File: src/rtl/gauss_jordan_row_reduction_defines.svh
// assertion macros for the gauss jordan row reduction block
// no dependencies; included by files that carry concurrent assertions
`ifndef GAUSS_JORDAN_ROW_REDUCTION_DEFINES_SVH
`define GAUSS_JORDAN_ROW_REDUCTION_DEFINES_SVH
`ifndef NO_ASSERTIONS
`define GJR_ASSERT_SAME(label, clk, rst, ante, cons) \
   label: assert property (@(posedge clk) disable iff (rst) (ante) |-> (cons)) \
      else $error("gauss jordan row reduction: assertion failed");
`define GJR_ASSERT_NEXT(label, clk, rst, ante, cons) \
   label: assert property (@(posedge clk) disable iff (rst) (ante) |=> (cons)) \
      else $error("gauss jordan row reduction: assertion failed");
`else
`define GJR_ASSERT_SAME(label, clk, rst, ante, cons)
`define GJR_ASSERT_NEXT(label, clk, rst, ante, cons)
`endif
`endif

File: src/rtl/gjr_pkg.sv
// shared constants, types and arithmetic helpers of the row reduction block
// no dependencies
`default_nettype none
package gjr_pkg;

   localparam int ROWS  = 4;
   localparam int COLS  = 4;
   localparam int RCW   = $clog2(ROWS + 1);
   localparam int RIW   = (ROWS > 1) ? $clog2(ROWS) : 1;
   localparam int CW    = $clog2(COLS + 1);
   localparam int DEPTH = ROWS * (COLS + 1);
   localparam int AW    = (DEPTH > 1) ? $clog2(DEPTH) : 1;
   localparam int DIV_STEPS = 63;

   typedef enum logic [1:0] {
      CSR_ACTIVE_ROWS    = 2'd0,
      CSR_ACTIVE_COLS    = 2'd1,
      CSR_ZERO_THRESHOLD = 2'd2
   } csr_index_type;

   typedef enum logic [1:0] {
      WSEL_REQ, WSEL_RD, WSEL_A, WSEL_RES
   } wsel_type;

   typedef enum logic [4:0] {
      ST_IDLE, ST_FWD_ROW, ST_COL, ST_SRCH_INIT, ST_SRCH_RD, ST_SRCH_CMP,
      ST_SW_RA, ST_SW_RB, ST_SW_WA, ST_SW_WB, ST_TEST,
      ST_EL_ROW, ST_EL_F, ST_EL_RS, ST_EL_RT, ST_EL_MUL, ST_EL_DIV, ST_EL_WAIT, ST_EL_WR,
      ST_BWD_ROW, ST_BWD_P,
      ST_NRM_ROW, ST_NRM_P, ST_NRM_RD, ST_NRM_DIV, ST_NRM_WAIT, ST_NRM_WR,
      ST_OUT_RD, ST_OUT_WR
   } state_type;

   typedef struct packed {
      logic [2:0] row;
      logic [2:0] col;
      logic       is_rhs;
      logic       col_free;
      logic       has_pivot;
      logic [2:0] pivot_col;
      logic       last;
   } rsp_meta_type;

   typedef struct packed {
      logic          rd_en;
      logic [AW-1:0] rd_addr;
      logic          we;
      logic [AW-1:0] wr_addr;
      wsel_type      wr_sel;
      logic          ld_best;
      logic          ld_a;
      logic          ld_s;
      logic          ld_f;
      logic          ld_t;
      logic          ld_p;
      logic          p_from_best;
      logic          mul_en;
      logic          div_start;
      logic          div_norm;
      logic          rsp_load;
      rsp_meta_type  meta;
   } cmd_type;

   typedef struct packed {
      logic gt;
      logic rd_zero;
      logic best_zero;
      logic div_done;
      logic div_busy;
      logic rsp_free;
   } status_type;

   function automatic logic [AW-1:0] mem_addr(input logic [RIW-1:0] row,
                                              input logic [CW-1:0] col);
      return AW'(int'(row) * (COLS + 1) + int'(col));
   endfunction

   function automatic logic [31:0] mag32(input logic signed [31:0] v);
      logic [32:0] x;
      x = v[31] ? (33'd0 - {1'b1, v}) : {1'b0, v};
      return x[31:0];
   endfunction

   function automatic logic is_zero(input logic signed [31:0] v, input logic [15:0] thr);
      return (v == 32'sd0) || (mag32(v) < {16'd0, thr});
   endfunction

   function automatic logic signed [31:0] sat32(input logic signed [64:0] v);
      if (!v[64] && (v[63:31] != '0)) begin
         return 32'sh7FFF_FFFF;
      end else if (v[64] && (v[63:31] != '1)) begin
         return 32'sh8000_0000;
      end
      return v[31:0];
   endfunction

endpackage
`default_nettype wire

File: src/rtl/gjr_div.sv
// iterative signed 64 by 32 divider, one quotient bit per cycle, truncating
// depends on gjr_pkg
`default_nettype none
module gjr_div (
   input  wire logic               clock,
   input  wire logic               reset,
   input  wire logic               start,
   input  wire logic signed [63:0] dividend,
   input  wire logic signed [31:0] divisor,
   output logic                    busy,
   output logic                    done,
   output logic signed [63:0]      quotient
);

   logic        busy_ff, done_ff, neg_ff;
   logic [5:0]  cnt_ff;
   logic [62:0] quo_ff;
   logic [31:0] rem_ff, dvs_ff;
   logic [63:0] dd_mag;
   logic [32:0] trial, diff;

   assign dd_mag = dividend[63] ? (64'd0 - dividend) : dividend;
   assign trial  = {rem_ff, quo_ff[62]};
   assign diff   = trial - {1'b0, dvs_ff};

   always_ff @(posedge clock) begin
      if (reset) begin
         busy_ff <= 1'b0;
         done_ff <= 1'b0;
         cnt_ff  <= '0;
      end else if (start) begin
         busy_ff <= 1'b1;
         done_ff <= 1'b0;
         cnt_ff  <= '0;
      end else if (busy_ff) begin
         cnt_ff <= cnt_ff + 6'd1;
         if (cnt_ff == 6'(gjr_pkg::DIV_STEPS - 1)) begin
            busy_ff <= 1'b0;
            done_ff <= 1'b1;
         end
      end
   end

   always_ff @(posedge clock) begin
      if (start) begin
         quo_ff <= dd_mag[62:0];
         rem_ff <= '0;
         dvs_ff <= gjr_pkg::mag32(divisor);
         neg_ff <= dividend[63] ^ divisor[31];
      end else if (busy_ff) begin
         if (!diff[32]) begin
            rem_ff <= diff[31:0];
            quo_ff <= {quo_ff[61:0], 1'b1};
         end else begin
            rem_ff <= trial[31:0];
            quo_ff <= {quo_ff[61:0], 1'b0};
         end
      end
   end

   assign busy     = busy_ff;
   assign done     = done_ff;
   assign quotient = neg_ff ? (64'sd0 - $signed({1'b0, quo_ff})) : $signed({1'b0, quo_ff});

endmodule
`default_nettype wire

File: src/rtl/gjr_datapath.sv
// matrix memory, operand registers, multiplier, divider and result register
// depends on gjr_pkg and gjr_div
`default_nettype none
module gjr_datapath (
   input  wire logic                   clock,
   input  wire logic                   reset,
   input  wire gjr_pkg::cmd_type       cmd,
   input  wire logic signed [31:0]     req_element_value,
   input  wire logic [15:0]            zero_threshold,
   output gjr_pkg::status_type         status,
   input  wire logic                   rsp_ready,
   output logic                        rsp_valid,
   output logic [2:0]                  rsp_out_row,
   output logic [2:0]                  rsp_out_col,
   output logic signed [31:0]          rsp_out_value,
   output logic                        rsp_out_is_rhs,
   output logic                        rsp_col_free,
   output logic                        rsp_row_has_pivot,
   output logic [2:0]                  rsp_row_pivot_col,
   output logic                        rsp_out_last
);

   logic signed [31:0] mem_ff [gjr_pkg::DEPTH];
   logic signed [31:0] rd_data_ff, best_ff, a_ff, s_ff, f_ff, t_ff, p_ff;
   logic signed [63:0] prod_ff, dividend, quotient;
   logic signed [64:0] res_wide;
   logic signed [31:0] wr_data;
   logic               norm_ff, div_busy, div_done, rsp_valid_ff;
   gjr_pkg::rsp_meta_type meta_ff;
   logic signed [31:0] value_ff;

   gjr_div u_div (
      .clock    (clock),
      .reset    (reset),
      .start    (cmd.div_start),
      .dividend (dividend),
      .divisor  (p_ff),
      .busy     (div_busy),
      .done     (div_done),
      .quotient (quotient)
   );

   assign dividend = cmd.div_norm ? {{16{rd_data_ff[31]}}, rd_data_ff, 16'd0} : prod_ff;

   // elimination is t - s*f/p, normalization is v*2^16/p
   assign res_wide = norm_ff ? {quotient[63], quotient}
                             : ({{33{t_ff[31]}}, t_ff} - {quotient[63], quotient});

   always_comb begin
      unique case (cmd.wr_sel)
         gjr_pkg::WSEL_REQ: wr_data = req_element_value;
         gjr_pkg::WSEL_RD:  wr_data = rd_data_ff;
         gjr_pkg::WSEL_A:   wr_data = a_ff;
         gjr_pkg::WSEL_RES: wr_data = gjr_pkg::sat32(res_wide);
         default:           wr_data = req_element_value;
      endcase
   end

   always_ff @(posedge clock) begin
      if (cmd.we) begin
         mem_ff[cmd.wr_addr] <= wr_data;
      end
      if (cmd.rd_en) begin
         rd_data_ff <= mem_ff[cmd.rd_addr];
      end
   end

   always_ff @(posedge clock) begin
      if (cmd.ld_best) best_ff <= rd_data_ff;
      if (cmd.ld_a)    a_ff    <= rd_data_ff;
      if (cmd.ld_s)    s_ff    <= rd_data_ff;
      if (cmd.ld_f)    f_ff    <= rd_data_ff;
      if (cmd.ld_t)    t_ff    <= rd_data_ff;
      if (cmd.ld_p)    p_ff    <= cmd.p_from_best ? best_ff : rd_data_ff;
      if (cmd.mul_en)  prod_ff <= s_ff * f_ff;
      if (cmd.div_start) norm_ff <= cmd.div_norm;
   end

   // result register
   always_ff @(posedge clock) begin
      if (reset) begin
         rsp_valid_ff <= 1'b0;
      end else if (cmd.rsp_load) begin
         rsp_valid_ff <= 1'b1;
      end else if (rsp_ready) begin
         rsp_valid_ff <= 1'b0;
      end
   end

   always_ff @(posedge clock) begin
      if (cmd.rsp_load) begin
         meta_ff  <= cmd.meta;
         value_ff <= rd_data_ff;
      end
   end

   assign status.gt        = gjr_pkg::mag32(rd_data_ff) > gjr_pkg::mag32(best_ff);
   assign status.rd_zero   = gjr_pkg::is_zero(rd_data_ff, zero_threshold);
   assign status.best_zero = gjr_pkg::is_zero(best_ff, zero_threshold);
   assign status.div_done  = div_done;
   assign status.div_busy  = div_busy;
   assign status.rsp_free  = !rsp_valid_ff || rsp_ready;

   assign rsp_valid         = rsp_valid_ff;
   assign rsp_out_row       = meta_ff.row;
   assign rsp_out_col       = meta_ff.col;
   assign rsp_out_value     = value_ff;
   assign rsp_out_is_rhs    = meta_ff.is_rhs;
   assign rsp_col_free      = meta_ff.col_free;
   assign rsp_row_has_pivot = meta_ff.has_pivot;
   assign rsp_row_pivot_col = meta_ff.pivot_col;
   assign rsp_out_last      = meta_ff.last;

endmodule
`default_nettype wire

File: config.mk
export PLATFORM = sky130hd
export DESIGN_NAME = gjr_datapath
export DESIGN_NICKNAME = d
export VERILOG_FILES = /design/src/rtl/gauss_jordan_row_reduction_defines.svh /design/src/rtl/gjr_pkg.sv /design/src/rtl/gjr_div.sv /design/src/rtl/gjr_datapath.sv
export SDC_FILE = /design/constraint.sdc
export NUM_CORES = 2
export LEC_CHECK = 0
export ABC_AREA = 1
export ABC_CLOCK_PERIOD_IN_PS = 6900
export BUFFER_PORTS_ARGS = -buffer_cell sky130_fd_sc_hd__buf_4
export CORE_MARGIN = 2
export CORE_UTILIZATION = 31
export CTS_CLUSTER_DIAMETER = 120
export CTS_CLUSTER_SIZE = 10
export DETAILED_ROUTE_END_ITERATION = 6
export HOLD_SLACK_MARGIN = 0.05
export PLACE_DENSITY_LB_ADDON = 0.3
export SYNTH_ARGS = -nofsm -noshare
export SYNTH_HDL_FRONTEND = slang
export SYNTH_HIERARCHICAL = 1
export SYNTH_SLANG_ARGS = --single-unit
File: constraint.sdc
create_clock -name clock -period 6.9 [get_ports clock]
set_input_delay 1.035 -clock clock [delete_from_list [all_inputs] [get_ports clock]]
set_output_delay 1.035 -clock clock [all_outputs]
set_load 0.02 [all_outputs]
Word level (Yosys, flattened, before mapping)

Memory sizes are Yosys's and may differ from the RTL's. A register that Yosys moved wholly into a read port is not among the register bits.
Cells that the tools add are included.
W data, S select, Z words.

Register bits after elaboration: 439
Bits in writable memories: 640
Input port bits: 89
Output and inout bits: 52
Word-level logic and storage cells: 85
Memories: 1

Memory list:

| name   | depth | width | read ports | clocked after memory_dff | write ports | RTL line           | text |
|---|---|---|---|---|---|---|---|
| mem_ff | 20    | 32    | 1          | 1                        | 1           | gjr_datapath.sv:23 | `logic signed [31:0] mem_ff [gjr_pkg::DEPTH];` |

Add/subtract/negate cells: 8
$mul: 1
Magnitude comparators: 3
Equality and inequality tests: 5
Multiplexer cells: 26
Bitwise operators: 1
Reductions and logical operators: 15

Operator list:

| operator                | count |
|---|---|
| $mux W32                | 7 |
| $mux W63                | 3 |
| $mux W64                | 2 |
| $pmux W32 S4            | 1 |
| $sub A1 B32 Y32 const A | 3 |
| $mux W65                | 1 |
| $sub A32 B64 Y65        | 1 |
| $logic_not A32 Y1       | 2 |
| $lt A32 B16 Y1          | 2 |
| $mul A32 B32 Y64        | 1 |
| $sub A1 B63 Y64 const A | 1 |
| $sub A1 B63 Y63 const A | 1 |
| $ne A33 B33 Y1 const B  | 1 |
| $reduce_bool A33 Y1     | 1 |
| $sub A33 B32 Y33        | 1 |
| $gt A32 B32 Y1          | 1 |
| $mux W31                | 1 |
| $mux W1                 | 11 |
| $add A6 B1 Y6 const B   | 1 |
| $eq A6 B6 Y1 const B    | 1 |
| $eq A2 B2 Y1 const B    | 2 |
| $reduce_bool A2 Y1      | 2 |
| $logic_or A1 B1 Y1      | 3 |
| $eq A2 B1 Y1 const B    | 1 |
| other kinds (6)         | 8 |

Logic depth before layout (Yosys ltp)

Word-level depth: 11
Depth in mapped cells: 37
Mapped depth without buffers: 36

Hierarchy

Netlist, hierarchy kept.

Modules (own cells, without submodules):

| module       | instances | cells an instance | area an instance (sq um) | sequential area each (sq um) |
|---|---|---|---|---|
| gjr_datapath | 1         | 9,351             | 84,922.7                 | 29,268.1 |
| gjr_div      | 1         | 2,156             | 13,206.4                 | 3,683.5 |

Worst setup path before layout

OpenSTA, ideal clock, no wires.

Path kind: reg-to-reg
From: reg s_ff[31]
To: reg prod_ff[62] (data pin)
Setup time: 0.265 ns
Arrival: 7.189 ns
Data required time: 6.635 ns
Slack: -0.554 ns
Cell stages (with the launch flop): 26
Path buffers: 1
Clock period less this slack: 7.454 ns
Cell sequence: edfxtp_1 > clkbuf_1 > nand2_1 > inv_1 > fa_1 > fa_1 > fa_1 > fa_1 > inv_1 > fa_1 > inv_1 > fa_1 > inv_1 > fa_1 > inv_1 > fa_1 > ha_1 > nand2_1 > nor2_1 > inv_1 > nor3_1 > nand2_1 > o21ai_0 > nand3_1 > o211ai_1 > xor2_1

Word-level cells in the longest chain between the ends: 1

Ends and longest elaborated chain:

| element                | RTL line           | text |
|---|---|---|
| start, declared        | gjr_datapath.sv:24 | `logic signed [31:0] rd_data_ff, best_ff, a_ff, s_ff, f_ff, t_ff, p_ff;` |
| start signal, assigned | gjr_datapath.sv:71 | `if (cmd.ld_s) s_ff <= rd_data_ff;` |
| $mul A32 B32 Y64       | gjr_datapath.sv:75 | `if (cmd.mul_en) prod_ff <= s_ff * f_ff;` |
| end signal, assigned   | gjr_datapath.sv:75 |  |
| end, declared          | gjr_datapath.sv:25 | `logic signed [63:0] prod_ff, dividend, quotient;` |

Every way passes these cells.
A chain may end at the register's enable or synchronous reset.

Final worst setup path

From: reg s_ff[31]
To: reg prod_ff[58] (data pin)

Same word-level chain as after synthesis.

==> metrics.cfg <==
[floorplanning]
fp.dieW_microns = 566.6
die_area_sq_um = 321100
start_util = 0.3116
core_sq_um = 315000
io-pin-count = 141
fp.dieH_microns = 566.6
row_count = 206

[grt]
overflow = 0
antenna_found_initial = 29
grt_start_max_net_pins = 155
grt.total_usage = 0.2013
first_global_vias = 77910
grt_pass1_wl_microns = 491000

[finish]
final_area_sq_um = 116800
final_cell_mix = nand2_1, inv_1, edfxtp_1, fa_1, nor2_1
drive_gt1_frac = 0.1488
mostFrequentLayoutCell = nand2_1
fin_nets = 13690
area_growth_pct = 18.98

[synthesis]
ys_seq_area_frac = 0.3358
synth_nets = 13030
avgSynthCellArea_sq_um = 8.528
synth_enable_flop_cells = 1070
synthesis.area_sq_um = 98130
ys_types = 64
async_flop_share = 0
ys_warn_count = 6
syn_inst = 11510
ys_seq_elements = 1111
synthFlopType = edfxtp_1

[routing]
dr.first_iter.drc_count = 6970
viasPerCell = 4.777
drt-total-wl_microns = 326100
drt_pre_antenna_iters = 7
vias = 78140
wl_per_cell_microns = 19.94
drc = 3
antenna_left = 0

[flow_run]
maxCapViolCount = 0

[clock_tree]
clock_path_buffers = 4
cts_max_level = 4
clkLatencyLatePin_ns = 0.84
cts_buffers = 140
cts_tree = yes
path_clk_slew_ns = 0.07
cts.sinks = 1111
hold_buffers = 0
cts-root-buf = clkbuf_16

[worst_setup_path]
cp-startpoint = s_ff[31]
path_class = flop to flop
ff2ff_setup_slack_ns = -0.36
cp.required_ns = 7.43
cp-end-kind = flop
arrival_ns = 7.79
r2r-start = s_ff[31]
crit_fanout = 5
r2r-end = prod_ff[58]
rr_worst_depth = 24
cp-start-kind = flop

[timing]
grt_setup_unrepaired = yes
fin_crit_sh = 1.052
min_period_ns = 7.262
fin_worst_skew_ns = 0.1100
slew_viol_final = 0
fin_ws_ns = -0.3617
setup_violations = 33
worst_slew_pin_slew_ns = 1.236
relSlewSlack = 0.1753
finalHoldViolCount = 0
max_freq_ghz = 0.1377

[outcome]
outcome = complete, but fails checks
violations = DRC, setup timing

[place]
place_area_sq_um = 109200
place_congestion = 0.9638
hpwl_microns = 243300
port_buffers = 140

[hold_path]
holdPathStages = 2
hold_path.class = primary input to flop
min_from = reset
holdPathEnd = rsp_valid

[cells by family (layout without fill, tap and decap cells)]
kind of cell / Yosys count / count (layout) / share of synthesized area
adders and majority gates: 1433 / 1433 / 0.2656
other: 0 / 8 / 0
buffers and inverters: 3068 / 3749 / 0.1185
muxes: 5 / 5 / 0.0005737
and+or+nand+nor: 4405 / 4405 / 0.1823
AOI/OAI and AO/OA: 1199 / 1199 / 0.07165
DFF: 1111 / 1111 / 0.3358
xor gates and xnor gates: 286 / 286 / 0.02553
[worst max-delay path, stage by stage, from the launching register on]
cell	delay [ns]
edfxtp_1	0.45
buf_6	0.17
nand2_2	0.05
inv_2	0.04
fa_1	0.51
fa_1	0.58
fa_2	0.55
buf_6	0.17
buf_6	0.10
fa_1	0.54
fa_1	0.45
fa_1	0.58
fa_2	0.50
fa_1	0.60
ha_4	0.23
buf_6	0.13
nand2_1	0.12
nor2_1	0.10
a21oi_2	0.18
o21ai_2	0.11
a221oi_2	0.31
o21ai_4	0.14
buf_4	0.16
a21oi_2	0.13
xnor2_1	0.08
[layer usage]
metal / vias up / GRT usage / routed length [microns]
met3: 489 / 0.01940 / 18130
met2: 2335 / 0.3429 / 155200
li1: 36770 / - / -
met5: - / 0 / 91
met1: 38530 / 0.2671 / 139600
met4: 10 / 0.06770 / 13100
[area by class of cell]
| cell class | count | area [sq um] |
|---|---|---|
| fillers | 32160 | 198200 |
| multi-input cells | 7328 | 56030 |
| flip-flops and latches | 1111 | 32950 |
| inverters | 2632 | 9907 |
| repair buffers | 950 | 8901 |
| well taps | 4160 | 5205 |
| clock buffers | 156 | 3649 |
| clock inverters | 11 | 86.33 |
| diodes | 8 | 20.02 |
[worst max-delay path by stage]
stage | to | slack [ns] | cells past startpoint
global placement | prod_ff[41] | -0.85 | 27
floorplan | prod_ff[60] | -0.26 | 24
detailed placement | prod_ff[41] | -0.91 | 27
CTS | prod_ff[53] | -0.37 | 28
finish | prod_ff[58] | -0.36 | 24
global route | prod_ff[58] | -0.61 | 27
[synth_stat cells (all sizes together) (2+ instances only)]
cell | count | area, sq um
a221oi | 33 | 289.0
nand3 | 388 | 2012
a31oi | 64 | 400.4
buf | 52 | 306.5
nor3b | 2 | 15.01
xnor2 | 70 | 613.1
nand3b | 10 | 75.07
a21oi | 326 | 1789
o21ai | 545 | 2735
inv | 2626 | 9857
clkbuf | 384 | 1441
o211ai | 8 | 65.06
and2 | 10 | 67.57
edfxtp | 1070 | 32130
a21boi | 8 | 63.81
o22ai | 74 | 462.9
ha | 349 | 4367
or2 | 12 | 75.08
mux2 | 5 | 56.30
dfxtp | 41 | 820.8
xor2 | 216 | 1892
a211oi | 2 | 15.01
a21o | 9 | 67.56
o221ai | 64 | 560.5
nor3 | 72 | 400.4
o221a | 2 | 22.52
nand4 | 91 | 569.3
nand2 | 2834 | 10760
fa | 1084 | 21700
o31ai | 12 | 90.09
nor4 | 17 | 106.4
clkinv | 6 | 22.52
o21bai | 12 | 90.09
a32o | 28 | 280.3
o2111ai | 3 | 26.28
nor2 | 962 | 3766
and3 | 6 | 37.54
o21a | 5 | 37.54
[per-stage QoR]
stage | worst slack, ns | hold slack [ns] | cells | util | setup TNS [ns]
floorplan | -0.2560 | 0.4264 | 11510 | - | -2.106
global placement | -0.8472 | 0.4416 | 16060 | 0.3469 | -16.52
detailed placement | -0.9095 | 0.4427 | 16060 | 0.3469 | -18.11
CTS | -0.3674 | 0.3697 | 16290 | 0.3656 | -6.769
global route | -0.6102 | 0.3921 | 16350 | 0.3706 | -15.21
finish | -0.3617 | 0.4233 | 16360 | 0.3707 | -6.015
[flip-flops by register name, indices dropped and copies added, names as in the netlist, 3 cells and up]
name / cells
f_ff: 32
p_ff: 32
prod_ff: 64
u_div/cnt_ff: 6
u_div/dvs_ff: 32
t_ff: 32
a_ff: 32
rsp_out_row: 3
rsp_out_value: 32
rsp_out_col: 3
s_ff: 32
rsp_row_pivot_col: 3
u_div/quo_ff: 63
rd_data_ff: 32
u_div/rem_ff: 32
mem_ff: 640
best_ff: 32
[timing repair]
| item | in CTS | in global routing |
|---|---|---|
| gates cloned | 2 | 5 |
| setup buffers | 72 | 56 |
| pin swaps | 151 | 248 |
| endpoints found under the setup margin | 41 | 664 |
| resized for setup | 408 | 271 |
Power is not shown: default switching activity piles up to over one toggle a cycle in this logic, so the estimate is an artifact.
