`config.mk`:
```
export PLATFORM = sky130hd
export DESIGN_NAME = gjr_ctrl
export DESIGN_NICKNAME = d
export VERILOG_FILES = /design/src/rtl/gauss_jordan_row_reduction_defines.svh /design/src/rtl/gjr_pkg.sv /design/src/rtl/gjr_ctrl.sv
export SDC_FILE = /design/constraint.sdc
export NUM_CORES = 1
export LEC_CHECK = 0
export BUFFER_PORTS_ARGS = -buffer_cell sky130_fd_sc_hd__buf_2
export CAP_MARGIN = 20
export CELL_PAD_IN_SITES_DETAIL_PLACEMENT = 1
export CELL_PAD_IN_SITES_GLOBAL_PLACEMENT = 1
export CORE_MARGIN = 2
export CORE_UTILIZATION = 41
export DETAILED_ROUTE_END_ITERATION = 6
export GPL_TIMING_DRIVEN = 1
export PLACE_DENSITY_LB_ADDON = 0.05
export REMOVE_ABC_BUFFERS = 1
export SLEW_MARGIN = 20
export SYNTH_ARGS = -nofsm -noshare
export SYNTH_HDL_FRONTEND = slang
export SYNTH_SLANG_ARGS = --single-unit
```
`constraint.sdc`:
```
create_clock -name clock -period 3.5 [get_ports clock]
set_input_delay 0.175 -clock clock [delete_from_list [all_inputs] [get_ports clock]]
set_output_delay 0.175 -clock clock [all_outputs]
set_load 0.01 [all_outputs]
```
`src/rtl/gauss_jordan_row_reduction_defines.svh`:
```
// assertion macros for the gauss jordan row reduction block
// no dependencies; included by files that carry concurrent assertions
`ifndef GAUSS_JORDAN_ROW_REDUCTION_DEFINES_SVH
`define GAUSS_JORDAN_ROW_REDUCTION_DEFINES_SVH
`ifndef NO_ASSERTIONS
`define GJR_ASSERT_SAME(label, clk, rst, ante, cons) \
   label: assert property (@(posedge clk) disable iff (rst) (ante) |-> (cons)) \
      else $error("gauss jordan row reduction: assertion failed");
`define GJR_ASSERT_NEXT(label, clk, rst, ante, cons) \
   label: assert property (@(posedge clk) disable iff (rst) (ante) |=> (cons)) \
      else $error("gauss jordan row reduction: assertion failed");
`else
`define GJR_ASSERT_SAME(label, clk, rst, ante, cons)
`define GJR_ASSERT_NEXT(label, clk, rst, ante, cons)
`endif
`endif

```
`src/rtl/gjr_pkg.sv`:
```
// shared constants, types and arithmetic helpers of the row reduction block
// no dependencies
`default_nettype none
package gjr_pkg;

   localparam int ROWS  = 4;
   localparam int COLS  = 4;
   localparam int RCW   = $clog2(ROWS + 1);
   localparam int RIW   = (ROWS > 1) ? $clog2(ROWS) : 1;
   localparam int CW    = $clog2(COLS + 1);
   localparam int DEPTH = ROWS * (COLS + 1);
   localparam int AW    = (DEPTH > 1) ? $clog2(DEPTH) : 1;
   localparam int DIV_STEPS = 63;

   typedef enum logic [1:0] {
      CSR_ACTIVE_ROWS    = 2'd0,
      CSR_ACTIVE_COLS    = 2'd1,
      CSR_ZERO_THRESHOLD = 2'd2
   } csr_index_type;

   typedef enum logic [1:0] {
      WSEL_REQ, WSEL_RD, WSEL_A, WSEL_RES
   } wsel_type;

   typedef enum logic [4:0] {
      ST_IDLE, ST_FWD_ROW, ST_COL, ST_SRCH_INIT, ST_SRCH_RD, ST_SRCH_CMP,
      ST_SW_RA, ST_SW_RB, ST_SW_WA, ST_SW_WB, ST_TEST,
      ST_EL_ROW, ST_EL_F, ST_EL_RS, ST_EL_RT, ST_EL_MUL, ST_EL_DIV, ST_EL_WAIT, ST_EL_WR,
      ST_BWD_ROW, ST_BWD_P,
      ST_NRM_ROW, ST_NRM_P, ST_NRM_RD, ST_NRM_DIV, ST_NRM_WAIT, ST_NRM_WR,
      ST_OUT_RD, ST_OUT_WR
   } state_type;

   typedef struct packed {
      logic [2:0] row;
      logic [2:0] col;
      logic       is_rhs;
      logic       col_free;
      logic       has_pivot;
      logic [2:0] pivot_col;
      logic       last;
   } rsp_meta_type;

   typedef struct packed {
      logic          rd_en;
      logic [AW-1:0] rd_addr;
      logic          we;
      logic [AW-1:0] wr_addr;
      wsel_type      wr_sel;
      logic          ld_best;
      logic          ld_a;
      logic          ld_s;
      logic          ld_f;
      logic          ld_t;
      logic          ld_p;
      logic          p_from_best;
      logic          mul_en;
      logic          div_start;
      logic          div_norm;
      logic          rsp_load;
      rsp_meta_type  meta;
   } cmd_type;

   typedef struct packed {
      logic gt;
      logic rd_zero;
      logic best_zero;
      logic div_done;
      logic div_busy;
      logic rsp_free;
   } status_type;

   function automatic logic [AW-1:0] mem_addr(input logic [RIW-1:0] row,
                                              input logic [CW-1:0] col);
      return AW'(int'(row) * (COLS + 1) + int'(col));
   endfunction

   function automatic logic [31:0] mag32(input logic signed [31:0] v);
      logic [32:0] x;
      x = v[31] ? (33'd0 - {1'b1, v}) : {1'b0, v};
      return x[31:0];
   endfunction

   function automatic logic is_zero(input logic signed [31:0] v, input logic [15:0] thr);
      return (v == 32'sd0) || (mag32(v) < {16'd0, thr});
   endfunction

   function automatic logic signed [31:0] sat32(input logic signed [64:0] v);
      if (!v[64] && (v[63:31] != '0)) begin
         return 32'sh7FFF_FFFF;
      end else if (v[64] && (v[63:31] != '1)) begin
         return 32'sh8000_0000;
      end
      return v[31:0];
   endfunction

endpackage
`default_nettype wire

```
`src/rtl/gjr_ctrl.sv`:
```
// sequencer: load, pivot search and swap, elimination, normalization, readout
// depends on gjr_pkg
`default_nettype none
module gjr_ctrl (
   input  wire logic                 clock,
   input  wire logic                 reset,
   input  wire logic                 req_valid,
   output logic                      req_ready,
   input  wire logic [2:0]           req_row_index,
   input  wire logic [2:0]           req_col_index,
   input  wire logic                 req_is_rhs,
   input  wire logic                 req_load_last,
   input  wire logic [3:0]           active_rows,
   input  wire logic [2:0]           active_cols,
   input  wire gjr_pkg::status_type  status,
   output gjr_pkg::cmd_type          cmd
);

   localparam int RCW = gjr_pkg::RCW;
   localparam int RIW = gjr_pkg::RIW;
   localparam int CW  = gjr_pkg::CW;

   gjr_pkg::state_type state_ff, state_in;
   logic [RCW-1:0] r_ff, r_in, i_ff, i_in, e_ff, e_in, m_val;
   logic [RIW-1:0] big_ff, big_in, rr, rm1;
   logic [CW-1:0]  c_ff, c_in, j_ff, j_in, start_ff, start_in, n_val, j_next, out_col;
   logic           bwd_ff, bwd_in;
   logic           found_ff [gjr_pkg::ROWS];
   logic           found_in [gjr_pkg::ROWS];
   logic [CW-1:0]  pcol_ff  [gjr_pkg::ROWS];
   logic [CW-1:0]  pcol_in  [gjr_pkg::ROWS];
   logic           j_end, out_rhs, col_used, req_in_range;

   // clamp the size registers into range
   always_comb begin
      if (active_rows == 4'd0) begin
         m_val = RCW'(1);
      end else if (int'(active_rows) > gjr_pkg::ROWS) begin
         m_val = RCW'(gjr_pkg::ROWS);
      end else begin
         m_val = RCW'(active_rows);
      end
      if (active_cols == 3'd0) begin
         n_val = CW'(1);
      end else if (int'(active_cols) > gjr_pkg::COLS) begin
         n_val = CW'(gjr_pkg::COLS);
      end else begin
         n_val = CW'(active_cols);
      end
   end

   assign rr     = r_ff[RIW-1:0];
   assign rm1    = RIW'(r_ff - RCW'(1));
   assign j_end  = (j_ff == CW'(gjr_pkg::COLS));
   assign j_next = (CW'(j_ff + CW'(1)) == n_val) ? CW'(gjr_pkg::COLS) : CW'(j_ff + CW'(1));
   assign out_rhs = (j_ff == n_val);
   assign out_col = out_rhs ? CW'(gjr_pkg::COLS) : j_ff;
   assign req_in_range = (int'(req_row_index) < gjr_pkg::ROWS) &&
                         (req_is_rhs || (int'(req_col_index) < gjr_pkg::COLS));

   always_comb begin
      col_used = 1'b0;
      for (int k = 0; k < gjr_pkg::ROWS; k++) begin
         if (found_ff[k] && (pcol_ff[k] == j_ff)) col_used = 1'b1;
      end
   end

   // next state
   always_comb begin
      state_in = state_ff;
      unique case (state_ff)
         gjr_pkg::ST_IDLE:
            if (req_valid && req_load_last) state_in = gjr_pkg::ST_FWD_ROW;
         gjr_pkg::ST_FWD_ROW:
            state_in = (r_ff == m_val) ? gjr_pkg::ST_BWD_ROW : gjr_pkg::ST_COL;
         gjr_pkg::ST_COL:
            state_in = (c_ff >= n_val) ? gjr_pkg::ST_FWD_ROW : gjr_pkg::ST_SRCH_INIT;
         gjr_pkg::ST_SRCH_INIT: state_in = gjr_pkg::ST_SRCH_RD;
         gjr_pkg::ST_SRCH_RD: begin
            if (i_ff == m_val) begin
               state_in = (big_ff == rr) ? gjr_pkg::ST_TEST : gjr_pkg::ST_SW_RA;
            end else begin
               state_in = gjr_pkg::ST_SRCH_CMP;
            end
         end
         gjr_pkg::ST_SRCH_CMP: state_in = gjr_pkg::ST_SRCH_RD;
         gjr_pkg::ST_SW_RA:    state_in = gjr_pkg::ST_SW_RB;
         gjr_pkg::ST_SW_RB:    state_in = gjr_pkg::ST_SW_WA;
         gjr_pkg::ST_SW_WA:    state_in = gjr_pkg::ST_SW_WB;
         gjr_pkg::ST_SW_WB:
            state_in = j_end ? gjr_pkg::ST_TEST : gjr_pkg::ST_SW_RA;
         gjr_pkg::ST_TEST:
            state_in = status.best_zero ? gjr_pkg::ST_COL : gjr_pkg::ST_EL_ROW;
         gjr_pkg::ST_EL_ROW: begin
            if (bwd_ff) begin
               state_in = (e_ff == '0) ? gjr_pkg::ST_BWD_ROW : gjr_pkg::ST_EL_F;
            end else begin
               state_in = (RCW'(e_ff + RCW'(1)) == m_val) ? gjr_pkg::ST_FWD_ROW
                                                          : gjr_pkg::ST_EL_F;
            end
         end
         gjr_pkg::ST_EL_F:    state_in = gjr_pkg::ST_EL_RS;
         gjr_pkg::ST_EL_RS:   state_in = gjr_pkg::ST_EL_RT;
         gjr_pkg::ST_EL_RT:   state_in = gjr_pkg::ST_EL_MUL;
         gjr_pkg::ST_EL_MUL:  state_in = gjr_pkg::ST_EL_DIV;
         gjr_pkg::ST_EL_DIV:  state_in = gjr_pkg::ST_EL_WAIT;
         gjr_pkg::ST_EL_WAIT:
            if (status.div_done) state_in = gjr_pkg::ST_EL_WR;
         gjr_pkg::ST_EL_WR:
            state_in = j_end ? gjr_pkg::ST_EL_ROW : gjr_pkg::ST_EL_RS;
         gjr_pkg::ST_BWD_ROW: begin
            if (r_ff == '0) begin
               state_in = gjr_pkg::ST_NRM_ROW;
            end else if (found_ff[rm1]) begin
               state_in = gjr_pkg::ST_BWD_P;
            end
         end
         gjr_pkg::ST_BWD_P:
            state_in = status.rd_zero ? gjr_pkg::ST_BWD_ROW : gjr_pkg::ST_EL_ROW;
         gjr_pkg::ST_NRM_ROW: begin
            if (r_ff == m_val) begin
               state_in = gjr_pkg::ST_OUT_RD;
            end else if (found_ff[rr]) begin
               state_in = gjr_pkg::ST_NRM_P;
            end
         end
         gjr_pkg::ST_NRM_P:
            state_in = status.rd_zero ? gjr_pkg::ST_NRM_ROW : gjr_pkg::ST_NRM_RD;
         gjr_pkg::ST_NRM_RD:  state_in = gjr_pkg::ST_NRM_DIV;
         gjr_pkg::ST_NRM_DIV: state_in = gjr_pkg::ST_NRM_WAIT;
         gjr_pkg::ST_NRM_WAIT:
            if (status.div_done) state_in = gjr_pkg::ST_NRM_WR;
         gjr_pkg::ST_NRM_WR:
            state_in = j_end ? gjr_pkg::ST_NRM_ROW : gjr_pkg::ST_NRM_RD;
         gjr_pkg::ST_OUT_RD: state_in = gjr_pkg::ST_OUT_WR;
         gjr_pkg::ST_OUT_WR: begin
            if (status.rsp_free) begin
               if (out_rhs && (RCW'(r_ff + RCW'(1)) == m_val)) begin
                  state_in = gjr_pkg::ST_IDLE;
               end else begin
                  state_in = gjr_pkg::ST_OUT_RD;
               end
            end
         end
         default: state_in = gjr_pkg::ST_IDLE;
      endcase
   end

   // commands and counter updates
   always_comb begin
      cmd       = '0;
      cmd.wr_sel = gjr_pkg::WSEL_REQ;
      req_ready = 1'b0;
      r_in = r_ff;  i_in = i_ff;  e_in = e_ff;  big_in = big_ff;
      c_in = c_ff;  j_in = j_ff;  start_in = start_ff;  bwd_in = bwd_ff;
      for (int k = 0; k < gjr_pkg::ROWS; k++) begin
         found_in[k] = found_ff[k];
         pcol_in[k]  = pcol_ff[k];
      end
      unique case (state_ff)
         gjr_pkg::ST_IDLE: begin
            req_ready   = 1'b1;
            cmd.we      = req_valid && req_in_range;
            cmd.wr_addr = gjr_pkg::mem_addr(req_row_index[RIW-1:0],
                             req_is_rhs ? CW'(gjr_pkg::COLS) : req_col_index[CW-1:0]);
            if (req_valid && req_load_last) begin
               r_in = '0;
               start_in = '0;
               for (int k = 0; k < gjr_pkg::ROWS; k++) begin
                  found_in[k] = 1'b0;
                  pcol_in[k]  = '0;
               end
            end
         end
         gjr_pkg::ST_FWD_ROW: c_in = start_ff;
         gjr_pkg::ST_COL: begin
            if (c_ff >= n_val) begin
               r_in = RCW'(r_ff + RCW'(1));
            end else begin
               cmd.rd_en   = 1'b1;
               cmd.rd_addr = gjr_pkg::mem_addr(rr, c_ff);
            end
         end
         gjr_pkg::ST_SRCH_INIT: begin
            cmd.ld_best = 1'b1;
            big_in = rr;
            i_in   = RCW'(r_ff + RCW'(1));
         end
         gjr_pkg::ST_SRCH_RD: begin
            j_in = '0;
            if (i_ff != m_val) begin
               cmd.rd_en   = 1'b1;
               cmd.rd_addr = gjr_pkg::mem_addr(i_ff[RIW-1:0], c_ff);
            end
         end
         gjr_pkg::ST_SRCH_CMP: begin
            // strict compare keeps the first row on a tie
            if (status.gt) begin
               cmd.ld_best = 1'b1;
               big_in = i_ff[RIW-1:0];
            end
            i_in = RCW'(i_ff + RCW'(1));
         end
         gjr_pkg::ST_SW_RA: begin
            cmd.rd_en   = 1'b1;
            cmd.rd_addr = gjr_pkg::mem_addr(rr, j_ff);
         end
         gjr_pkg::ST_SW_RB: begin
            cmd.ld_a    = 1'b1;
            cmd.rd_en   = 1'b1;
            cmd.rd_addr = gjr_pkg::mem_addr(big_ff, j_ff);
         end
         gjr_pkg::ST_SW_WA: begin
            cmd.we      = 1'b1;
            cmd.wr_sel  = gjr_pkg::WSEL_RD;
            cmd.wr_addr = gjr_pkg::mem_addr(rr, j_ff);
         end
         gjr_pkg::ST_SW_WB: begin
            cmd.we      = 1'b1;
            cmd.wr_sel  = gjr_pkg::WSEL_A;
            cmd.wr_addr = gjr_pkg::mem_addr(big_ff, j_ff);
            j_in = j_next;
         end
         gjr_pkg::ST_TEST: begin
            if (status.best_zero) begin
               c_in = CW'(c_ff + CW'(1));
            end else begin
               found_in[rr] = 1'b1;
               pcol_in[rr]  = c_ff;
               start_in     = CW'(c_ff + CW'(1));
               cmd.ld_p        = 1'b1;
               cmd.p_from_best = 1'b1;
               e_in   = r_ff;
               bwd_in = 1'b0;
            end
         end
         gjr_pkg::ST_EL_ROW: begin
            if (bwd_ff) begin
               if (e_ff != '0) begin
                  e_in        = RCW'(e_ff - RCW'(1));
                  cmd.rd_en   = 1'b1;
                  cmd.rd_addr = gjr_pkg::mem_addr(RIW'(e_ff - RCW'(1)), c_ff);
               end
            end else if (RCW'(e_ff + RCW'(1)) == m_val) begin
               r_in = RCW'(r_ff + RCW'(1));
            end else begin
               e_in        = RCW'(e_ff + RCW'(1));
               cmd.rd_en   = 1'b1;
               cmd.rd_addr = gjr_pkg::mem_addr(RIW'(e_ff + RCW'(1)), c_ff);
            end
         end
         gjr_pkg::ST_EL_F: begin
            cmd.ld_f = 1'b1;
            j_in = bwd_ff ? '0 : c_ff;
         end
         gjr_pkg::ST_EL_RS: begin
            cmd.rd_en   = 1'b1;
            cmd.rd_addr = gjr_pkg::mem_addr(rr, j_ff);
         end
         gjr_pkg::ST_EL_RT: begin
            cmd.ld_s    = 1'b1;
            cmd.rd_en   = 1'b1;
            cmd.rd_addr = gjr_pkg::mem_addr(e_ff[RIW-1:0], j_ff);
         end
         gjr_pkg::ST_EL_MUL: begin
            cmd.ld_t   = 1'b1;
            cmd.mul_en = 1'b1;
         end
         gjr_pkg::ST_EL_DIV: cmd.div_start = 1'b1;
         gjr_pkg::ST_EL_WAIT: ;
         gjr_pkg::ST_EL_WR: begin
            cmd.we      = 1'b1;
            cmd.wr_sel  = gjr_pkg::WSEL_RES;
            cmd.wr_addr = gjr_pkg::mem_addr(e_ff[RIW-1:0], j_ff);
            j_in = j_next;
         end
         gjr_pkg::ST_BWD_ROW: begin
            if (r_ff != '0) begin
               r_in = RCW'(r_ff - RCW'(1));
               if (found_ff[rm1]) begin
                  c_in        = pcol_ff[rm1];
                  cmd.rd_en   = 1'b1;
                  cmd.rd_addr = gjr_pkg::mem_addr(rm1, pcol_ff[rm1]);
               end
            end
         end
         gjr_pkg::ST_BWD_P: begin
            cmd.ld_p = 1'b1;
            e_in   = r_ff;
            bwd_in = 1'b1;
         end
         gjr_pkg::ST_NRM_ROW: begin
            if (r_ff == m_val) begin
               r_in = '0;
               j_in = '0;
            end else if (found_ff[rr]) begin
               cmd.rd_en   = 1'b1;
               cmd.rd_addr = gjr_pkg::mem_addr(rr, pcol_ff[rr]);
            end else begin
               r_in = RCW'(r_ff + RCW'(1));
            end
         end
         gjr_pkg::ST_NRM_P: begin
            cmd.ld_p = 1'b1;
            j_in = '0;
            if (status.rd_zero) r_in = RCW'(r_ff + RCW'(1));
         end
         gjr_pkg::ST_NRM_RD: begin
            cmd.rd_en   = 1'b1;
            cmd.rd_addr = gjr_pkg::mem_addr(rr, j_ff);
         end
         gjr_pkg::ST_NRM_DIV: begin
            cmd.div_start = 1'b1;
            cmd.div_norm  = 1'b1;
         end
         gjr_pkg::ST_NRM_WAIT: ;
         gjr_pkg::ST_NRM_WR: begin
            cmd.we      = 1'b1;
            cmd.wr_sel  = gjr_pkg::WSEL_RES;
            cmd.wr_addr = gjr_pkg::mem_addr(rr, j_ff);
            j_in = j_next;
            if (j_end) r_in = RCW'(r_ff + RCW'(1));
         end
         gjr_pkg::ST_OUT_RD: begin
            cmd.rd_en   = 1'b1;
            cmd.rd_addr = gjr_pkg::mem_addr(rr, out_col);
         end
         gjr_pkg::ST_OUT_WR: begin
            cmd.meta.row       = 3'(r_ff);
            cmd.meta.col       = out_rhs ? 3'd0 : 3'(j_ff);
            cmd.meta.is_rhs    = out_rhs;
            cmd.meta.col_free  = !out_rhs && !col_used;
            cmd.meta.has_pivot = found_ff[rr];
            cmd.meta.pivot_col = found_ff[rr] ? 3'(pcol_ff[rr]) : 3'd0;
            cmd.meta.last      = out_rhs && (RCW'(r_ff + RCW'(1)) == m_val);
            if (status.rsp_free) begin
               cmd.rsp_load = 1'b1;
               if (out_rhs) begin
                  j_in = '0;
                  r_in = RCW'(r_ff + RCW'(1));
               end else begin
                  j_in = CW'(j_ff + CW'(1));
               end
            end
         end
         default: ;
      endcase
   end

   always_ff @(posedge clock) begin
      if (reset) begin
         state_ff <= gjr_pkg::ST_IDLE;
         r_ff <= '0;  i_ff <= '0;  e_ff <= '0;  big_ff <= '0;
         c_ff <= '0;  j_ff <= '0;  start_ff <= '0;  bwd_ff <= 1'b0;
         for (int k = 0; k < gjr_pkg::ROWS; k++) begin
            found_ff[k] <= 1'b0;
            pcol_ff[k]  <= '0;
         end
      end else begin
         state_ff <= state_in;
         r_ff <= r_in;  i_ff <= i_in;  e_ff <= e_in;  big_ff <= big_in;
         c_ff <= c_in;  j_ff <= j_in;  start_ff <= start_in;  bwd_ff <= bwd_in;
         for (int k = 0; k < gjr_pkg::ROWS; k++) begin
            found_ff[k] <= found_in[k];
            pcol_ff[k]  <= pcol_in[k];
         end
      end
   end

endmodule
`default_nettype wire
```
# Word level (Yosys, flattened, before mapping)
# Memory sizes are Yosys's and may differ from the RTL's. A register that Yosys moved wholly into a read port is not among the register bits.
# Cells that the tools add are included.
[totals]
wordCells = 280
mem_count = 2
ramBits = 16
inputBits = 24
register_bits = 26
out_inout_bits = 39
[memory_table]
columns = ["memory", "words", "width", "read_ports", "rd_clocked_by_memory_dff", "write_ports", "line", "source"]
rows = [
  ["pcol_ff", 4, 3, 6, 1, 4, "gjr_ctrl.sv:30", "logic [CW-1:0] pcol_ff [gjr_pkg::ROWS];"],
  ["found_ff", 4, 1, 6, 1, 4, "gjr_ctrl.sv:28", "logic found_ff [gjr_pkg::ROWS];"],
]
[classes]
n_lt_le_gt_ge = 7
n_bitwise = 10
reduce_logical = 43
mux = 121
n_eq_ne = 62
n_mul = 8
addsub = 18
[ops]
columns = ["cell", "count"]
rows = [
  ["$pmux W5 S28", 1],
  ["$mux W3", 38],
  ["$eq A5 B5 Y1 const B", 13],
  ["$mux W5", 13],
  ["$mux W6", 9],
  ["$pmux W6 S9", 1],
  ["$add A5 B3 Y5", 8],
  ["$eq A5 B4 Y1 const B", 8],
  ["$mul A2 B3 Y5 const B", 8],
  ["$ne A2 B2 Y1 const B", 16],
  ["$eq A3 B3 Y1", 10],
  ["$mux W4", 7],
  ["$mux W12", 2],
  ["$pmux W12 S2", 1],
  ["$pmux W3 S8", 1],
  ["$pmux W6 S4", 1],
  ["$mux W1", 23],
  ["$eq A5 B3 Y1 const B", 4],
  ["$mux W2", 9],
  ["$pmux W3 S3", 2],
  ["$add A3 B1 Y3 const B", 5],
  ["$add A5 B4 Y5", 3],
  ["$ne A3 B3 Y1 const B", 5],
  ["$pmux W3 S5", 1],
  ["other kinds (41)", 80],
]

# Longest topological paths before layout
# Gate-level depths: netlist of run 1.
# An unclocked memory read counts as a cell.
[logic_depth]
ltp_word = 10
mapped_depth = 13

# Least setup slack after synthesis of run 1
# Ideal clock, no wire load.
[synth_path]
path_type = "flip-flop to output port"
start = "register r_ff[0]"
end = "output port cmd[35] (netlist name)"
path_slack_ns = -0.325
t_required_ns = 3.325
n_path_buf = 2
stages_incl_launch_ff = 14
arrival_time_ns = 3.650
cell_sequence = "dfxtp_1 -> buf_1 -> inv_1 -> ha_1 -> buf_2 -> mux4_2 -> ha_1 -> ha_1 -> fa_1 -> xor2_1 -> nand2_1 -> nand3_1 -> a221oi_1 -> o311ai_1"
[synth_lines]
columns = ["item", "line", "source"]
rows = [
  ["start: declaration", "gjr_ctrl.sv:24", "logic [RCW-1:0] r_ff, r_in, i_ff, i_in, e_ff, e_in, m_val;"],
  ["start signal: assignment", "gjr_ctrl.sv:361", "r_ff <= r_in; i_ff <= i_in; e_ff <= e_in; big_ff <= big_in;"],
  ["end: declaration", "gjr_ctrl.sv:16", "output gjr_pkg::cmd_type cmd"],
]

==> results of run 1 <==
-- worst max-delay path, cell delays in order, from the launching register on --
cell,delay (ns)
sky130_fd_sc_hd__dfxtp_1,0.34
sky130_fd_sc_hd__inv_1,0.09
sky130_fd_sc_hd__ha_4,0.30
sky130_fd_sc_hd__buf_8,0.11
sky130_fd_sc_hd__mux4_2,0.52
sky130_fd_sc_hd__ha_2,0.19
sky130_fd_sc_hd__ha_2,0.18
sky130_fd_sc_hd__fa_2,0.34
sky130_fd_sc_hd__xor2_1,0.18
sky130_fd_sc_hd__nand2_1,0.07
sky130_fd_sc_hd__nand3_1,0.09
sky130_fd_sc_hd__a221oi_2,0.21
sky130_fd_sc_hd__o311ai_2,0.15
sky130_fd_sc_hd__buf_2,0.17
-- what timing repair did --
action                                  in CTS  in global routing
endpoints found under the hold margin        0                  0
pin swaps                                    0                  1
resized for setup                            4                 12
endpoints found under the setup margin       1                  3
setup buffers                                1                  3
-- Yosys cell counts (all sizes together) (5+ instances only) --
master	n	area, um2
nand3	37	185
nor2	64	253
clkbuf	11	62.6
nand2b	16	100
or2	8	50.1
nand3b	8	60.1
a31oi	5	37.5
a221oi	9	78.8
xnor2	23	201
and3	10	63.8
dfxtp	44	881
a21oi	60	304
xor2	14	123
nor3	26	145
buf	32	183
inv	40	150
nor2b	11	71.3
a22oi	10	75.1
o22ai	7	43.8
o21a	5	37.5
a221o	5	50.1
a211oi	14	105
ha	67	838
mux2i	10	100
nand2	48	183
or3	11	76.3
mux4	8	180
o211ai	9	67.6
fa	11	220
a21o	16	120
nand4	9	56.3
o21ai	23	119
-- sequential cells by signal, indices dropped and copies added (netlist names), named ones only --
signal    count
big_ff        2
bwd_ff        1
c_ff          3
e_ff          3
found_ff      4
i_ff          3
j_ff          3
pcol_ff      12
r_ff          3
start_ff      3
state_ff      5
-- routing by layer --
layer / vias to the layer above / global-route usage, % / share of wire, %
li1: 2864 / - / -
met1: 3035 / 40.0 / 43
met2: 228 / 52.7 / 48
met3: 48 / 5.04 / 6.1
met4: 0 / 10.7 / 2.9
met5: - / 0 / 0
-- power groups by stage --
| stage | sequential [uW] | clock (uW) | combinational [uW] |
|---|---|---|---|
| floorplan | 630 | 0 | 613 |
| global placement | 616 | 0 | 977 |
| detailed placement | 617 | 0 | 1000 |
| CTS | 606 | 514 | 1020 |
| global route | 613 | 539 | 1130 |
| finish | 609 | 508 | 1040 |
-- area by class of cell --
cell class / instances / area [um2] / area share, %
well taps: 180 / 225 / 3.41
multi-input cells: 617 / 4670 / 70.7
repair buffers: 90 / 534 / 8.09
clock inverters: 2 / 16.3 / 0.246
inverters: 40 / 150 / 2.27
flip-flops and latches: 44 / 883 / 13.4
clock buffers: 6 / 129 / 1.95
-- metrics by stage --
step                      instance area [um2]  hold WS [ns]  TNS [ns]
after floorplan                          5650         0.237    -0.485
after global placement                   6360         0.463         0
after detailed placement                 6360         0.471         0
after CTS                                6540         0.249         0
after global routing                     6610         0.270   -0.0176
final                                    6610         0.247         0
-- logic make-up after synthesis --
family                   share of synthesized area, %
buffers and inverters                            6.85
adder cells (fa/ha/maj)                          17.9
AND/OR/NAND/NOR                                  25.3
multiplexers                                     4.94
flip-flops                                       14.9
XOR/XNOR                                         5.49
AO/OA/AOI/OAI                                    24.5
-- path summary, 6_finish.rpt --
path,start,endpoint,depth (start not counted)
min reg2reg,i_ff[2]$_SDFFE_PP0P_,i_ff[2]$_SDFFE_PP0P_,2
max reg2reg,state_ff[3]$_SDFFE_PP0P_,register,8
max,r_ff[1]$_SDFFE_PP0N_,cmd[35],13
min,status[5],big_ff[1]$_SDFFE_PP0P_,3
==> qor.log, run 1 <==
qor: status.status finished, final reports clean
qor: pwr.fin_total_pwr 2160 uW
qor: clock_tree.clk_root_buf sky130_fd_sc_hd__clkbuf_16
qor: flow_run.cap_viol_max_count 0
qor: final_layout.area_delta_synth_final 12.0%
qor: clock_tree.cts.hold.buffers_added 0
qor: pwr.netSwitchingPower 964 uW
qor: place.buffer_ports.inserted 61
qor: synthesis.post_synth_instance_area 0.00590 mm2
qor: critical_path.critical_path_peak_fanout 5
qor: sta.maxSlewHeadroom 34.0%
qor: pwr.clock_power_share 23.5%
qor: critical_path.crit_type register to output pin
qor: die.coreArea 0.0140 mm2
qor: synthesis.synth.yosys.warnings 0
qor: sta.maxSlewViolCount 0
qor: die.die_area 0.0154 mm2
qor: global_route.initial_antenna_violation_count 0
qor: clock_tree.clk_latency 0.32 ns
qor: final_layout.finalNonFillerCells 979
qor: sta.setup_viol 0
qor: global_route.grt_pass1_wl 35600 um
qor: sta.clock_skew 0.0180 ns
qor: final_layout.share_of_the_core_filled_with_cells_in_the_final_layout 47.2%
qor: place.pre_cts_slack 0.185 ns
qor: final_layout.mostFrequentLayoutCell sky130_fd_sc_hd__ha_1
qor: die.vertical_die_dimension 124 um
qor: detailed_routing.route.antenna.remaining_nets 0
qor: detailed_routing.vias_per_cell 6.31
qor: sta.timing_worst_slew_pin_value 0.990 ns
qor: final_layout.antenna_cells_inserted 0
qor: detailed_routing.drt_drc_violations_left 0
qor: critical_path.critical_path_arrival 3.23 ns
qor: pwr.ir_worst_vdd 0.321 mV
qor: pwr.power.leakage 0.00281 uW
qor: pwr.power_density 327 mW/mm2
qor: detailed_routing.totalWireLength 23300 um
qor: sta.grt_setup_unrepaired yes
qor: global_route.via_count_of_the_first_global_routing_pass 6322
qor: synthesis.postSynthRegisterBits 44
qor: pwr.power.share.switching 44.7%
qor: detailed_routing.drtPass1Iterations 5
qor: place.gpl.final_weighted_congestion 0.938
qor: critical_path.worst-endpoint-required 3.32 ns
qor: detailed_routing.post_drt_wl_per_cell 23.8 um
qor: clock_tree.max-clock-path-buffers 2
qor: sta.final.min_clock_period 3.40 ns
qor: clock_tree.clk_pin_slew 0.08 ns
qor: final_layout.fin_nets 900
qor: pwr.p_comb_share 48.3%
qor: worst_hold_path.min_path_type input port to register
qor: clock_tree.tritoncts.num_buffers 5
qor: synthesis.post_synth_num_cell_types 93
qor: synthesis.async_reset_ff_share 0%
qor: sta.hold_viol 0
qor: clock_tree.ctsHtreeMaxLevel 2
qor: die.top_level_ports 63
qor: pwr.internal_power 1190 uW
qor: critical_path.cp-start-kind register
qor: place.dp.cells 967
qor: clock_tree.tritoncts built
qor: critical_path.regToRegSetupSlack 0.49 ns
qor: final_layout.layout.filler_cells 1758
qor: clock_tree.cts.sinks 44
qor: final_layout.final_layout_size_suffix_gt1_share 18.4%
qor: place.dp.final_hpwl 18300 um
qor: final_layout.layout.cells.most_common_list 62 x sky130_fd_sc_hd__ha_1, 61 x sky130_fd_sc_hd__nor2_1, 61 x sky130_fd_sc_hd__buf_2
qor: sta.max_freq 0.294 GHz
qor: detailed_routing.num_vias 6175
qor: detailed_routing.first_iter_violations 473
qor: die.num_rows 43
qor: sta.worst_slack 0.0956 ns
qor: global_route.grt_start_max_net_pins 48
qor: pwr.p_seq_share 28.2%
qor: critical_path.critical_path.endpoint_type output pin
qor: synthesis.synth-edff-count 0
qor: synthesis.synth.avg_cell_area 7.92 um2
qor: synthesis.synth_top_flop_cell sky130_fd_sc_hd__dfxtp_1
qor: synthesis.synthesis.instances 745
qor: die.initial_core_utilization 42.2%
qor: synthesis.synth-seq-area-share 14.9%
qor: global_route.grt_remaining_overflow 0
qor: sta.post-route-period-util 97.3%
qor: global_route.groute.usage.overall 31.1%
qor: die.die-width 124 um
No activity file was read; power rests on OpenSTA's default activity.
==> run 2, diff against run 1 <==
--- a/config.mk
+++ b/config.mk
@@ -13,7 +13,7 @@
 export CORE_UTILIZATION = 41
 export DETAILED_ROUTE_END_ITERATION = 6
 export GPL_TIMING_DRIVEN = 1
-export PLACE_DENSITY_LB_ADDON = 0.05
+export PLACE_DENSITY = 0.78
 export REMOVE_ABC_BUFFERS = 1
 export SLEW_MARGIN = 20
 export SYNTH_ARGS = -nofsm -noshare
==> constraint.sdc (replaced) <==
create_clock -name clock -period 3.5 [get_ports clock]
set_input_delay 0.175 -clock clock [delete_from_list [all_inputs] [get_ports clock]]
set_output_delay 0.175 -clock clock [all_outputs]
set_load 0.02 [all_outputs]
==> qor.log, run 2 (synthesis gave the netlist of run 1 again) <==
qor: critical_path.critical_path_arrival 3.28 ns [+0.05 ns]
qor: final_layout.area_delta_synth_final 12.2%
qor: die.vertical_die_dimension 124 um [unchanged]
qor: pwr.p_comb_share 49.9% [+1.6 points]
qor: sta.hold_viol 0 [unchanged]
qor: clock_tree.clk_root_buf sky130_fd_sc_hd__clkbuf_16
qor: sta.clock_skew 0.0124 ns [-0.00560 ns]
qor: critical_path.crit_type register to output pin
qor: die.num_rows 43 [unchanged]
qor: die.die-width 124 um [unchanged]
qor: final_layout.final_layout_size_suffix_gt1_share 18.9% [+0.45 points]
qor: detailed_routing.drt_drc_violations_left 0 [unchanged]
qor: final_layout.largest_register_ffs 12 [unchanged]
qor: critical_path.cp-start-kind register
qor: clock_tree.ctsHtreeMaxLevel 2 [unchanged]
qor: pwr.clock_power_share 22.4% [-1.1 points]
qor: sta.setup_viol 0 [unchanged]
qor: flow_run.cap_viol_max_count 0 [unchanged]
qor: die.coreArea 0.0140 mm2 [unchanged]
qor: status.status finished, final reports clean
qor: global_route.grt_remaining_overflow 0 [unchanged]
qor: detailed_routing.route.antenna.remaining_nets 0 [unchanged]
qor: clock_tree.clk_pin_slew 0.07 ns [about the same]
qor: critical_path.critical_path_peak_fanout 9 [+4]
qor: global_route.grt_pass1_wl 36300 um [+1.8%]
qor: pwr.power_density 328 mW/mm2 [+0.53%]
qor: clock_tree.cts.hold.buffers_added 0 [unchanged]
qor: place.pre_cts_slack 0.134 ns [-0.0516 ns]
qor: critical_path.crit_chain nor4bb_1 -> a21oi_2 -> and3_1 -> ha_1 -> fa_1 -> a221o_1 -> a221oi_1 -> o2111ai_1 -> buf_2
qor: place.buffer_ports.inserted 61 [unchanged]
qor: clock_tree.max-clock-path-buffers 2 [unchanged]
qor: place.gpl.final_weighted_congestion 0.944 [+0.54%]
qor: pwr.ir_worst_vdd 0.267 mV [-17%]
qor: pwr.internal_power 1190 uW [-0.52%]
qor: clock_tree.clk_latency 0.30 ns [-0.02 ns]
qor: pwr.power.share.switching 45.4% [+0.69 points]
qor: final_layout.max_flop_register pcol_ff
qor: place.dp.final_hpwl 18300 um [-0.41%]
qor: final_layout.antenna_cells_inserted 0 [unchanged]
qor: clock_tree.cts.sinks 44 [unchanged]
qor: final_layout.top_regs pcol_ff x12, state_ff x5, found_ff x4
qor: sta.maxSlewHeadroom 34.3% [+0.30 points]
qor: critical_path.critical_path.endpoint_type output pin
qor: pwr.power.leakage 0.00282 uW [+0.45%]
qor: critical_path.crit_family compound AO/OA/AOI/OAI gates
qor: die.initial_core_utilization 42.2% [unchanged]
qor: detailed_routing.totalWireLength 23400 um [+0.40%]
qor: detailed_routing.vias_per_cell 6.56 [+4.0%]
qor: worst_hold_path.min_path_type input port to register
qor: sta.max_freq 0.289 GHz [-1.5%]
qor: detailed_routing.num_vias 6434 [+4.2%]
qor: global_route.grt_start_max_net_pins 48 [unchanged]
qor: die.top_level_ports 63 [unchanged]
qor: detailed_routing.drtPass1Iterations 7 [+2]
qor: critical_path.worst-endpoint-required 3.32 ns [about the same]
qor: sta.final.min_clock_period 3.45 ns [+0.0505 ns]
qor: pwr.p_seq_share 27.8% [-0.4 points]
qor: global_route.groute.usage.overall 31.0% [-0.086 points]
qor: sta.post-route-period-util 98.7% [+1.4 points]
qor: detailed_routing.first_iter_violations 519 [+9.7%]
qor: critical_path.cp_num_buf_inv 1 [-2]
qor: global_route.initial_antenna_violation_count 0 [unchanged]
qor: clock_tree.tritoncts.num_buffers 5 [unchanged]
qor: detailed_routing.post_drt_wl_per_cell 23.8 um [+0.19%]
qor: sta.setup_total_negative_slack 0 ns [unchanged]
qor: pwr.netSwitchingPower 987 uW [+2.3%]
qor: final_layout.layout.cells.most_common_list 63 x sky130_fd_sc_hd__ha_1, 61 x sky130_fd_sc_hd__nor2_1, 60 x sky130_fd_sc_hd__buf_2
qor: sta.maxSlewViolCount 0 [unchanged]
qor: clock_tree.tritoncts built
qor: final_layout.fin_nets 903 [+0.33%]
qor: sta.grt_setup_unrepaired no
qor: sta.timing_worst_slew_pin_value 0.985 ns [-0.00446 ns]
qor: critical_path.highest_delay_cell_along_the_critical_path sky130_fd_sc_hd__dfxtp_2
qor: sta.worst_slack 0.0451 ns [-0.0505 ns]
qor: die.die_area 0.0154 mm2 [unchanged]
qor: final_layout.mostFrequentLayoutCell sky130_fd_sc_hd__ha_1
qor: global_route.via_count_of_the_first_global_routing_pass 6569 [+3.9%]
qor: critical_path.critical_path_s_largest_stage_delay 0.49 ns [-0.03 ns]
==> run 2: cell types whose count changed in the layout (fill, tap and decap cells not counted), moves of 2 or more <==
cell	previous run	this run
sky130_fd_sc_hd__dfxtp_1	42	40
sky130_fd_sc_hd__dfxtp_2	2	4
sky130_fd_sc_hd__ha_2	3	1
sky130_fd_sc_hd__buf_4	27	33
==> run 2: cell type report <==
| class | instances | area, um2 |
|---|---|---|
| Clock inverter | 2 | 12.5 |
| Timing Repair Buffer | 93 | 548 |
| Inverter | 40 | 150 |
| Fill cell | 1779 | 7370 |
| Multi-Input combinational cell | 617 | 4670 |
| Sequential cell | 44 | 886 |
| Clock buffer | 5 | 125 |
| Tap cell | 180 | 225 |
==> run 2: final timing paths <==
check                      startpoint                     end  slack (ns)  cells past startpoint
min                         status[5]  big_ff[0]$_SDFFE_PP0P_        0.26                      3
max reg2reg  state_ff[3]$_SDFFE_PP0P_                register        0.48                      6
max              j_ff[2]$_SDFFE_PP0P_                 cmd[33]        0.05                      9
min reg2reg      i_ff[2]$_SDFFE_PP0P_    i_ff[2]$_SDFFE_PP0P_        0.49                      2
==> run 2: worst reg2reg max path: stages (launching register included) <==
cell and delay [ns]:
sky130_fd_sc_hd__dfxtp_1 0.95, sky130_fd_sc_hd__nand3b_1 0.38, sky130_fd_sc_hd__nor2_1 0.51, sky130_fd_sc_hd__nand3_1 0.39, sky130_fd_sc_hd__o21ai_1 0.31, sky130_fd_sc_hd__nor3_2 0.11
sky130_fd_sc_hd__mux2i_1 0.27
==> run 2: power groups by stage <==
stage          combinational (uW)  sequential, uW  clock (uW)
2_1_floorplan                 640             630           0
3_3_place_gp                 1000             608           0
3_5_place_dp                 1060             609           0
4_1_cts                      1070             598         486
5_1_grt                      1180             604         511
6_report                     1080             604         486
==> run 2: repair_timing <==
| action | in CTS | in global routing |
|---|---|---|
| cloned | 0 | 0 |
| pin swaps | 1 | 1 |
| setup endpoints to repair | 3 | 3 |
| gates resized for setup | 10 | 6 |
| setup buffers | 1 | 1 |
==> run 2: metrics by stage <==
stage               instance area, um2  hold WS, ns  total power [uW]  util (%)  std cells
finish                            6620        0.259              2170      47.3        981
global route                      6620        0.299              2290      47.3        981
CTS                               6590        0.275              2150      47.1        980
detailed placement                6400        0.484              1660      45.8        972
global placement                  6400        0.458              1610      45.8        972
floorplan                         5650        0.237              1270         -        701
==> run 2: per-layer routing <==
layer | track usage (%) | vias to the layer above | routed length [um]
met5 | 0 | - | 0
met4 | 11.1 | 0 | 932
met3 | 3.62 | 68 | 1570
met2 | 54.0 | 290 | 11200
met1 | 39.5 | 3197 | 9700
li1 | - | 2879 | -
